==> config.mk <==
export PLATFORM = sky130hd
export DESIGN_NAME = relaxed_timing_criticality
export DESIGN_NICKNAME = d
export VERILOG_FILES = /design/src/rtl/rtc_pkg.sv /design/src/rtl/relaxed_timing_criticality.sv /design/src/rtl/rtc_ctrl.sv /design/src/rtl/rtc_datapath.sv
export VERILOG_INCLUDE_DIRS = /design/src /design/src/rtl
export SDC_FILE = /design/constraint.sdc
export NUM_CORES = 2
export LEC_CHECK = 0
export ABC_AREA = 1
export BUFFER_PORTS_ARGS = -buffer_cell sky130_fd_sc_hd__buf_2
export CORE_ASPECT_RATIO = 1.2
export CORE_MARGIN = 4
export CORE_UTILIZATION = 57
export DETAILED_ROUTE_END_ITERATION = 8
export PLACE_DENSITY = 0.78
export SYNTH_ARGS = -nofsm -noshare
export SYNTH_HDL_FRONTEND = slang
export SYNTH_SLANG_ARGS = --single-unit
==> constraint.sdc <==
create_clock -name clock -period 18.4 [get_ports clock]
set_input_delay 3.68 -clock clock [delete_from_list [all_inputs] [get_ports clock]]
set_output_delay 3.68 -clock clock [all_outputs]
set_load 0.02 [all_outputs]
==> src/rtl/relaxed_timing_criticality_macros.svh <==
// ----------------------------------------------------------------------------
// Relaxed timing criticality assertion macros
// Shared concurrent assertion forms for the criticality scorer modules.
// ----------------------------------------------------------------------------
`ifndef RELAXED_TIMING_CRITICALITY_MACROS_SVH
`define RELAXED_TIMING_CRITICALITY_MACROS_SVH

// same-cycle implication
`define RTC_ASSERT_IMPLY(label, clk, rst, ante, cons) \
   label: assert property (@(posedge clk) disable iff (rst) (ante) |-> (cons)) \
      else $error("%m: implication check failed");

// next-cycle implication
`define RTC_ASSERT_NEXT(label, clk, rst, ante, cons) \
   label: assert property (@(posedge clk) disable iff (rst) (ante) |=> (cons)) \
      else $error("%m: next-cycle check failed");

`endif

==> src/rtl/rtc_pkg.sv <==
// ----------------------------------------------------------------------------
// Relaxed timing criticality package
// Operation and error codes, controller states, command and status bundles.
// ----------------------------------------------------------------------------
package rtc_pkg;

   localparam logic OP_LOAD  = 1'b0;
   localparam logic OP_SCORE = 1'b1;

   typedef enum logic [1:0] {
      ERR_NONE      = 2'd0,
      ERR_PAIR_MISS = 2'd1,
      ERR_BAD_REQ   = 2'd2
   } err_type;

   typedef enum logic [2:0] {
      ST_IDLE,
      ST_SHIFT,
      ST_CLASSIFY,
      ST_DIV,
      ST_FINISH
   } state_type;

   typedef struct packed {
      logic capture;
      logic shift;
      logic classify;
      logic div_step;
      logic commit;
   } cmd_type;

   typedef struct packed {
      logic load_op;
      logic is_last;
      logic need_div;
      logic rsp_busy;
   } status_type;

endpackage

==> src/rtl/relaxed_timing_criticality.sv <==
// ----------------------------------------------------------------------------
// Relaxed timing criticality scorer
// Scores slack tags against a per domain pair table and reports the worst
// criticality of each node with a sticky error code.
// ----------------------------------------------------------------------------
// A table load (op 0) is written on acceptance; the controller stays idle. A
// scored tag (op 1) steps through shift, classify, divide for a true division
// (the restoring divider yields one quotient bit per cycle) and finish; a tag
// that resolves to zero, one, or an error skips the divide. Requests stall
// until the tag commits. The last tag's result sits in an output register, so
// the next transaction is accepted while it waits; only a following last tag
// holds until that result is taken. Criticality is unsigned Q1.CRIT_FRAC_BITS.
module relaxed_timing_criticality #(
   parameter int NUM_DOMAINS    = 4,
   parameter int TIME_WIDTH     = 32,
   parameter int CRIT_FRAC_BITS = 16
) (
   input  logic                      clock,
   input  logic                      reset,
   input  logic                      req_valid,
   output logic                      req_stall,
   input  logic                      req_op,
   input  logic [1:0]                req_launch_domain,
   input  logic [1:0]                req_capture_domain,
   input  logic signed [31:0]        req_slack_ps,
   input  logic signed [31:0]        req_max_required_ps,
   input  logic signed [31:0]        req_worst_pair_slack_ps,
   input  logic                      req_last_tag,
   output logic                      rsp_valid,
   input  logic                      rsp_stall,
   output logic [CRIT_FRAC_BITS:0]   rsp_max_criticality,
   output logic [1:0]                rsp_error_code
);

   rtc_pkg::cmd_type    cmd;
   rtc_pkg::status_type status;

   rtc_ctrl #(
      .CRIT_FRAC_BITS (CRIT_FRAC_BITS)
   ) u_ctrl (
      .clock     (clock),
      .reset     (reset),
      .req_valid (req_valid),
      .req_stall (req_stall),
      .status    (status),
      .cmd       (cmd)
   );

   rtc_datapath #(
      .NUM_DOMAINS    (NUM_DOMAINS),
      .TIME_WIDTH     (TIME_WIDTH),
      .CRIT_FRAC_BITS (CRIT_FRAC_BITS)
   ) u_datapath (
      .clock                   (clock),
      .reset                   (reset),
      .req_op                  (req_op),
      .req_launch_domain       (req_launch_domain),
      .req_capture_domain      (req_capture_domain),
      .req_slack_ps            (req_slack_ps),
      .req_max_required_ps     (req_max_required_ps),
      .req_worst_pair_slack_ps (req_worst_pair_slack_ps),
      .req_last_tag            (req_last_tag),
      .rsp_valid               (rsp_valid),
      .rsp_stall               (rsp_stall),
      .rsp_max_criticality     (rsp_max_criticality),
      .rsp_error_code          (rsp_error_code),
      .cmd                     (cmd),
      .status                  (status)
   );

endmodule

==> src/rtl/rtc_ctrl.sv <==
// ----------------------------------------------------------------------------
// Relaxed timing criticality controller
// Sequences capture, shift, classify, serial divide and commit of one transaction.
// ----------------------------------------------------------------------------
`include "relaxed_timing_criticality_macros.svh"

module rtc_ctrl #(
   parameter int CRIT_FRAC_BITS = 16
) (
   input  logic                 clock,
   input  logic                 reset,
   input  logic                 req_valid,
   output logic                 req_stall,
   input  rtc_pkg::status_type  status,
   output rtc_pkg::cmd_type     cmd
);

   localparam int CW = $clog2(CRIT_FRAC_BITS);
   localparam logic [CW-1:0] DIV_LAST = CW'(CRIT_FRAC_BITS - 1);

   rtc_pkg::state_type state_ff, state_in;
   logic [CW-1:0]      div_cnt_ff, div_cnt_in;

   always_ff @(posedge clock) begin
      if (reset) begin
         state_ff   <= rtc_pkg::ST_IDLE;
         div_cnt_ff <= '0;
      end else begin
         state_ff   <= state_in;
         div_cnt_ff <= div_cnt_in;
      end
   end

   always_comb begin
      state_in   = state_ff;
      div_cnt_in = div_cnt_ff;
      cmd        = '0;
      req_stall  = 1'b1;
      case (state_ff)
         rtc_pkg::ST_IDLE: begin
            req_stall = 1'b0;
            if (req_valid) begin
               cmd.capture = 1'b1;
               if (!status.load_op) begin
                  state_in = rtc_pkg::ST_SHIFT;
               end
            end
         end
         rtc_pkg::ST_SHIFT: begin
            cmd.shift = 1'b1;
            state_in  = rtc_pkg::ST_CLASSIFY;
         end
         rtc_pkg::ST_CLASSIFY: begin
            cmd.classify = 1'b1;
            div_cnt_in   = '0;
            state_in     = status.need_div ? rtc_pkg::ST_DIV : rtc_pkg::ST_FINISH;
         end
         rtc_pkg::ST_DIV: begin
            cmd.div_step = 1'b1;
            if (div_cnt_ff == DIV_LAST) begin
               state_in = rtc_pkg::ST_FINISH;
            end else begin
               div_cnt_in = div_cnt_ff + CW'(1);
            end
         end
         rtc_pkg::ST_FINISH: begin
            // a last tag holds while the previous result is still waiting
            if (!(status.is_last && status.rsp_busy)) begin
               cmd.commit = 1'b1;
               state_in   = rtc_pkg::ST_IDLE;
            end
         end
         default: begin
            state_in = rtc_pkg::ST_IDLE;
         end
      endcase
   end

   `RTC_ASSERT_NEXT(a_load_stays_idle, clock, reset, (state_ff == rtc_pkg::ST_IDLE) && req_valid && status.load_op, state_ff == rtc_pkg::ST_IDLE)
   `RTC_ASSERT_NEXT(a_div_ends, clock, reset, (state_ff == rtc_pkg::ST_DIV) && (div_cnt_ff == DIV_LAST), state_ff == rtc_pkg::ST_FINISH)
   `RTC_ASSERT_NEXT(a_hold_result, clock, reset, (state_ff == rtc_pkg::ST_FINISH) && status.is_last && status.rsp_busy, state_ff == rtc_pkg::ST_FINISH)

endmodule

==> src/rtl/rtc_datapath.sv <==
// ----------------------------------------------------------------------------
// Relaxed timing criticality datapath
// Domain pair table, slack shift, case split, restoring divider, running max
// and the result register.
// ----------------------------------------------------------------------------
`include "relaxed_timing_criticality_macros.svh"

module rtc_datapath #(
   parameter int NUM_DOMAINS    = 4,
   parameter int TIME_WIDTH     = 32,
   parameter int CRIT_FRAC_BITS = 16
) (
   input  logic                      clock,
   input  logic                      reset,
   input  logic                      req_op,
   input  logic [1:0]                req_launch_domain,
   input  logic [1:0]                req_capture_domain,
   input  logic signed [31:0]        req_slack_ps,
   input  logic signed [31:0]        req_max_required_ps,
   input  logic signed [31:0]        req_worst_pair_slack_ps,
   input  logic                      req_last_tag,
   output logic                      rsp_valid,
   input  logic                      rsp_stall,
   output logic [CRIT_FRAC_BITS:0]   rsp_max_criticality,
   output logic [1:0]                rsp_error_code,
   input  rtc_pkg::cmd_type          cmd,
   output rtc_pkg::status_type       status
);

   localparam int TW    = (TIME_WIDTH < 32) ? TIME_WIDTH : 32;
   localparam int SW    = TW + 1;
   localparam int F     = CRIT_FRAC_BITS;
   localparam int PAIRS = NUM_DOMAINS * NUM_DOMAINS;
   localparam int IDX_W = (PAIRS > 1) ? $clog2(PAIRS) : 1;
   localparam logic [F:0] CRIT_ONE = {1'b1, {F{1'b0}}};

   logic [TW-1:0] req_mem   [PAIRS];
   logic [TW-1:0] worst_mem [PAIRS];
   logic [PAIRS-1:0] pair_valid_ff;

   logic [31:0]      idx_full;
   logic [IDX_W-1:0] idx;
   logic             in_range;
   logic             hit_now;

   logic [TW-1:0]   slack_ff, rd_req_ff, rd_worst_ff;
   logic            last_ff, hit_ff;
   logic signed [SW-1:0] slack_s_ff, req_s_ff, slack_s_in, req_s_in;
   logic signed [SW-1:0] slack_ext, req_ext, worst_ext, adj;
   logic signed [SW-1:0] num;

   logic [F:0]       crit_ff, crit_in;
   logic             ok_ff, ok_in;
   rtc_pkg::err_type err_ff, err_in;
   logic [TW-1:0]    rem_ff, rem_in, den_ff;
   logic [TW:0]      rem_two;
   logic             rem_ge;

   logic [F:0]       run_max_ff, new_max;
   rtc_pkg::err_type sticky_ff, new_err;
   logic             rsp_valid_ff;
   logic [F:0]       rsp_crit_ff;
   rtc_pkg::err_type rsp_err_ff;

   assign idx_full = 32'(req_launch_domain) * 32'(NUM_DOMAINS) + 32'(req_capture_domain);
   assign idx      = idx_full[IDX_W-1:0];
   assign in_range = (32'(req_launch_domain) < 32'(NUM_DOMAINS))
                  && (32'(req_capture_domain) < 32'(NUM_DOMAINS));
   assign hit_now  = in_range && pair_valid_ff[idx];

   // table write and registered read
   always_ff @(posedge clock) begin
      if (cmd.capture) begin
         if (req_op == rtc_pkg::OP_LOAD) begin
            if (in_range) begin
               req_mem[idx]   <= req_max_required_ps[TW-1:0];
               worst_mem[idx] <= req_worst_pair_slack_ps[TW-1:0];
            end
         end else begin
            rd_req_ff   <= req_mem[idx];
            rd_worst_ff <= worst_mem[idx];
         end
      end
   end

   always_ff @(posedge clock) begin
      if (reset) begin
         pair_valid_ff <= '0;
      end else if (cmd.capture && (req_op == rtc_pkg::OP_LOAD) && in_range) begin
         pair_valid_ff[idx] <= 1'b1;
      end
   end

   always_ff @(posedge clock) begin
      if (cmd.capture) begin
         slack_ff <= req_slack_ps[TW-1:0];
         last_ff  <= req_last_tag;
         hit_ff   <= hit_now;
      end
   end

   // shift by the pair's negative worst slack
   always_comb begin
      slack_ext  = $signed({slack_ff[TW-1], slack_ff});
      req_ext    = $signed({rd_req_ff[TW-1], rd_req_ff});
      worst_ext  = $signed({rd_worst_ff[TW-1], rd_worst_ff});
      adj        = (worst_ext < 0) ? worst_ext : '0;
      slack_s_in = slack_ext - adj;
      req_s_in   = req_ext - adj;
   end

   always_ff @(posedge clock) begin
      if (cmd.shift) begin
         slack_s_ff <= slack_s_in;
         req_s_ff   <= req_s_in;
      end
   end

   // split into fixed outcomes or a division
   always_comb begin
      num    = req_s_ff - slack_s_ff;
      ok_in  = 1'b0;
      err_in = rtc_pkg::ERR_NONE;
      crit_in = '0;
      if (!hit_ff) begin
         err_in = rtc_pkg::ERR_PAIR_MISS;
      end else if (req_s_ff > 0) begin
         ok_in = 1'b1;
         if (slack_s_ff <= 0) begin
            crit_in = CRIT_ONE;
         end
      end else if ((req_s_ff == 0) && (slack_s_ff == 0)) begin
         ok_in   = 1'b1;
         crit_in = CRIT_ONE;
      end else begin
         err_in = rtc_pkg::ERR_BAD_REQ;
      end
   end

   assign status.need_div = hit_ff && (req_s_ff > 0) && (slack_s_ff > 0)
                         && (slack_s_ff < req_s_ff);

   // restoring divider, one quotient bit per step
   assign rem_two = {rem_ff, 1'b0};
   assign rem_ge  = rem_two >= {1'b0, den_ff};
   assign rem_in  = rem_ge ? TW'(rem_two - {1'b0, den_ff}) : rem_two[TW-1:0];

   always_ff @(posedge clock) begin
      if (cmd.classify) begin
         ok_ff   <= ok_in;
         err_ff  <= err_in;
         crit_ff <= crit_in;
         rem_ff  <= num[TW-1:0];
         den_ff  <= req_s_ff[TW-1:0];
      end else if (cmd.div_step) begin
         rem_ff  <= rem_in;
         crit_ff <= {crit_ff[F-1:0], rem_ge};
      end
   end

   // running max and sticky error
   assign new_max = (ok_ff && (crit_ff > run_max_ff)) ? crit_ff : run_max_ff;
   assign new_err = (sticky_ff == rtc_pkg::ERR_NONE) ? err_ff : sticky_ff;

   always_ff @(posedge clock) begin
      if (reset) begin
         run_max_ff <= '0;
         sticky_ff  <= rtc_pkg::ERR_NONE;
      end else if (cmd.commit) begin
         if (last_ff) begin
            run_max_ff <= '0;
            sticky_ff  <= rtc_pkg::ERR_NONE;
         end else begin
            run_max_ff <= new_max;
            sticky_ff  <= new_err;
         end
      end
   end

   always_ff @(posedge clock) begin
      if (reset) begin
         rsp_valid_ff <= 1'b0;
      end else if (cmd.commit && last_ff) begin
         rsp_valid_ff <= 1'b1;
      end else if (!rsp_stall) begin
         rsp_valid_ff <= 1'b0;
      end
   end

   always_ff @(posedge clock) begin
      if (cmd.commit && last_ff) begin
         rsp_crit_ff <= new_max;
         rsp_err_ff  <= new_err;
      end
   end

   assign rsp_valid           = rsp_valid_ff;
   assign rsp_max_criticality = rsp_crit_ff;
   assign rsp_error_code      = rsp_err_ff;

   assign status.load_op  = (req_op == rtc_pkg::OP_LOAD);
   assign status.is_last  = last_ff;
   assign status.rsp_busy = rsp_valid_ff && rsp_stall;

   `RTC_ASSERT_NEXT(a_node_clear, clock, reset, cmd.commit && last_ff, (run_max_ff == '0) && (sticky_ff == rtc_pkg::ERR_NONE) && rsp_valid_ff)
   `RTC_ASSERT_IMPLY(a_crit_bound, clock, reset, 1'b1, run_max_ff <= CRIT_ONE)

endmodule

==> reports/metrics.cfg <==
[routing]
first_pass_iters = 6
drt_wl_total_um = 154600
viasPerCell = 6.341
post_drt_wl_per_cell_um = 26.07
route.vias.total = 37590
first_iter_violations = 3962
route.detailed.drc = 0
antenna_left = 0

[pwr]
power.switching_mw = 2.482
p_per_area_nw_per_um2 = 128.1
vdd_drop_max_uv = 95.43
power_mw = 8.101
p_int_mw = 5.619
pwr-share-seq_pct = 46.3
swShare_pct = 30.64
p_clk_share_pct = 31.4
total_leakage_power_nw = 22.33
p_comb_share_pct = 22.3

[critical_path]
crit_buf_inv = 6
worstPathArrival_ns = 8.18
crit_start = req_capture_domain[0]
critPathLaunchType = input pin
rr_startpoint = u_datapath.den_ff[20]
cp_num_cells = 10
r2r_cells = 12
crit_family = buffers and inverters
rrSetupSlack_ns = 14.57
crit_top_cell = buf_4
crit_fanout = 71
worst_path_max_delay_cell = buf_4
cp-endpoint = u_datapath.rd_worst_ff[29]
path_cells = buf_2, inv_1, nor2_4, buf_4, buf_4, buf_4, buf_4, a22oi_1, a21oi_1, or4_1
end_kind = register
slowest_delay_ns = 0.81
critPathRequiredTime_ns = 18.98
timing.rr.end = u_datapath.rem_ff[29]
worstSetupPathType = in2reg

[sta]
setup_viol = 0
tightest_slew_ns = 1.285
max_freq_mhz = 131.5
fin_tns_setup_ns = 0
relSlewSlack_pct = 14.33
skew_ns = 0.04241
period_minus_slack_ns = 7.602
hold_viol = 0
rsz0062_at_grt = false
maxSlewViolCount = 0
period_share_pct = 41.31

[synth]
synthArstFlopShare_pct = 0
ys_seq_area_share_pct = 69.32
ys_top_cells_by_area = edfxtp_1, a22oi_1, a21oi_1
post-synth-top-count-cell = edfxtp_1
synth-edff-count = 1291
ys.flop_type = edfxtp_1
avgSynthCellArea_um2 = 12.94
ys_warn_count = 0
synth_seq_cells = 1334
yosysTopAreaCell = edfxtp_1
synth_commonest_cells = edfxtp_1, nand2_1, a22oi_1, a21oi_1, inv_1
synth.distinct_cells = 50
synthesis.nets = 4706
synth_top_area_share_pct = 67.81
synth_cells = 4418
syn-cell-area_um2 = 57170

[layout]
area_growth_syn_to_layout_pct = 10.64
layout-drive-gt1-share_pct = 8.698
nets = 4821
fin_area_um2 = 63250
finish.utilization_pct = 63.38
nFillCells = 7175

[clocking]
cts_tree = done
cts.htree.levels = 3
cts_buffers = 119
cts_root_buffer = clkbuf_16
cts.clk_slew.worst_paths_ns = 0.07
clk_latency_ns = 0.73
post_cts_resized = 0
cts.path.max_buffers = 3
clock-sinks = 1334
hold_buffers = 0
cts_setup_buffers = 0

[run_status]
status = complete, no violations

[floorplan]
pin_count = 127
rows = 127
die_y_um = 354.9
die-area_um2 = 105400
core_area_um2 = 99790
chipWidth_um = 297.1
initial_core_util_pct = 57.29

[global_route]
grt_max_degree = 175
grtUsageTotal_pct = 28.65
grt-ovfl-total = 0
antenna_found_initial = 17
grt_pass1_vias = 36610
grt_pass1_wl_um = 227500

[placed_design]
io_buffers = 126
place_area_um2 = 59190
dp_hpwl_um = 95910
gp_congestion = 0.9689

[hold_path]
hp-class = reg2reg

[run]
maxCapViolCount = 0

-- per-stage QoR --
stage	setup slack (ns)	hold WS [ns]	instances
after global placement	10.34	0.4499	5702
after global routing	10.70	0.4793	5923
after CTS	10.95	0.4673	5923
after detailed placement	10.26	0.4579	5702
after floorplan	9.521	0.4264	4418
final	10.80	0.4650	5929
-- power groups by stage --
stage / clock network, mW / logic, mW / registers [mW]
6_report: 2.55 / 1.81 / 3.75
5_1_grt: 2.71 / 2.00 / 3.76
4_1_cts: 2.57 / 1.79 / 3.75
3_5_place_dp: 0 / 1.78 / 3.81
3_3_place_gp: 0 / 1.76 / 3.80
2_1_floorplan: 0 / 1.25 / 3.75
-- final cells by class --
| class | count | area (um^2) | area share [%] |
|---|---|---|---|
| diodes | 6 | 15.01 | 0.02374 |
| clock buffers | 151 | 3168 | 5.009 |
| clock inverters | 70 | 882.1 | 1.395 |
| inverters | 360 | 1374 | 2.172 |
| multi-input cells | 2554 | 15630 | 24.71 |
| flip-flops and latches | 1334 | 39630 | 62.65 |
| well taps | 1290 | 1614 | 2.552 |
| repair buffers | 164 | 940.9 | 1.488 |
-- flip-flops by register name, indices dropped and copies added, names as in the netlist, 2 cells and up --
register	cells
u_ctrl.div_cnt_ff	4
u_datapath.err_ff	2
u_datapath.slack_ff	32
u_datapath.worst_mem	512
u_datapath.slack_s_ff	33
u_datapath.run_max_ff	17
u_datapath.rd_req_ff	32
u_datapath.crit_ff	17
u_datapath.rsp_max_criticality	17
u_datapath.rsp_error_code	2
u_datapath.rem_ff	32
u_datapath.req_s_ff	33
u_datapath.sticky_ff	2
u_datapath.den_ff	32
u_datapath.rd_worst_ff	32
u_datapath.req_mem	512
u_datapath.pair_valid_ff	16
u_ctrl.state_ff	3
-- how the worst min path moves through the flow --
stage	startpoint	endpoint	slack, ns	cells past startpoint
6_report	u_datapath.run_max_ff[14]	u_datapath.run_max_ff[14]	0.46	2
2_1_floorplan	u_datapath.req_s_ff[31]	u_datapath.den_ff[31]	0.43	0
4_1_cts	u_datapath.run_max_ff[9]	u_datapath.run_max_ff[9]	0.47	2
3_5_place_dp	u_datapath.run_max_ff[9]	u_datapath.run_max_ff[9]	0.46	2
3_3_place_gp	u_datapath.pair_valid_ff[5]	u_datapath.pair_valid_ff[5]	0.45	2
5_1_grt	u_datapath.run_max_ff[4]	u_datapath.run_max_ff[4]	0.48	2
-- per-layer routing --
metal / routed length, um / track usage, %
met5: 121 / 0
met4: 8434 / 14.38
met3: 14020 / 4.899
met2: 76290 / 48.61
met1: 55720 / 35.84
-- worst register-to-register path: stages (launching register included) --
cell and delay (ns):
edfxtp_1 0.38, inv_1 0.12, ha_1 0.32, a21oi_1 0.40
o21ai_0 0.29, a21oi_1 0.27, nand3_2 0.12, nand2_2 0.29
nand2_2 0.65, nand2_2 0.51, nand2_1 0.11, nand2_1 0.09
nand2_1 0.05
-- placed cells by master, fill, tap and decap left out, types with 24 or more instances in the layout --
cell | synthesis | routed
nand3_1 | 122 | 122
or4_1 | 65 | 65
nor2_1 | 258 | 238
xor2_1 | 58 | 58
clkbuf_16 | 0 | 119
dfxtp_1 | 43 | 43
nor3_1 | 32 | 30
a21o_1 | 24 | 24
buf_4 | 0 | 36
edfxtp_1 | 1291 | 1291
o21ai_0 | 77 | 77
buf_2 | 44 | 126
ha_1 | 178 | 178
a21oi_1 | 451 | 451
inv_1 | 352 | 351
clkbuf_1 | 116 | 25
nand4_1 | 31 | 31
nand2_1 | 530 | 529
xnor2_1 | 30 | 30
a22oi_1 | 520 | 520
-- cells by family (layout without fill, tap and decap cells) --
logic type,count (synthesis),in the layout,synth area share [%]
fa+ha+maj,182,182,4.036
flops,1334,1334,69.32
compound gates,1187,1187,13.23
simple gates,1097,1097,8.422
other cells,0,6,0
xor+xnor,88,88,1.348
buf+inv,530,745,3.644
No activity file was read; power rests on OpenSTA's default activity.
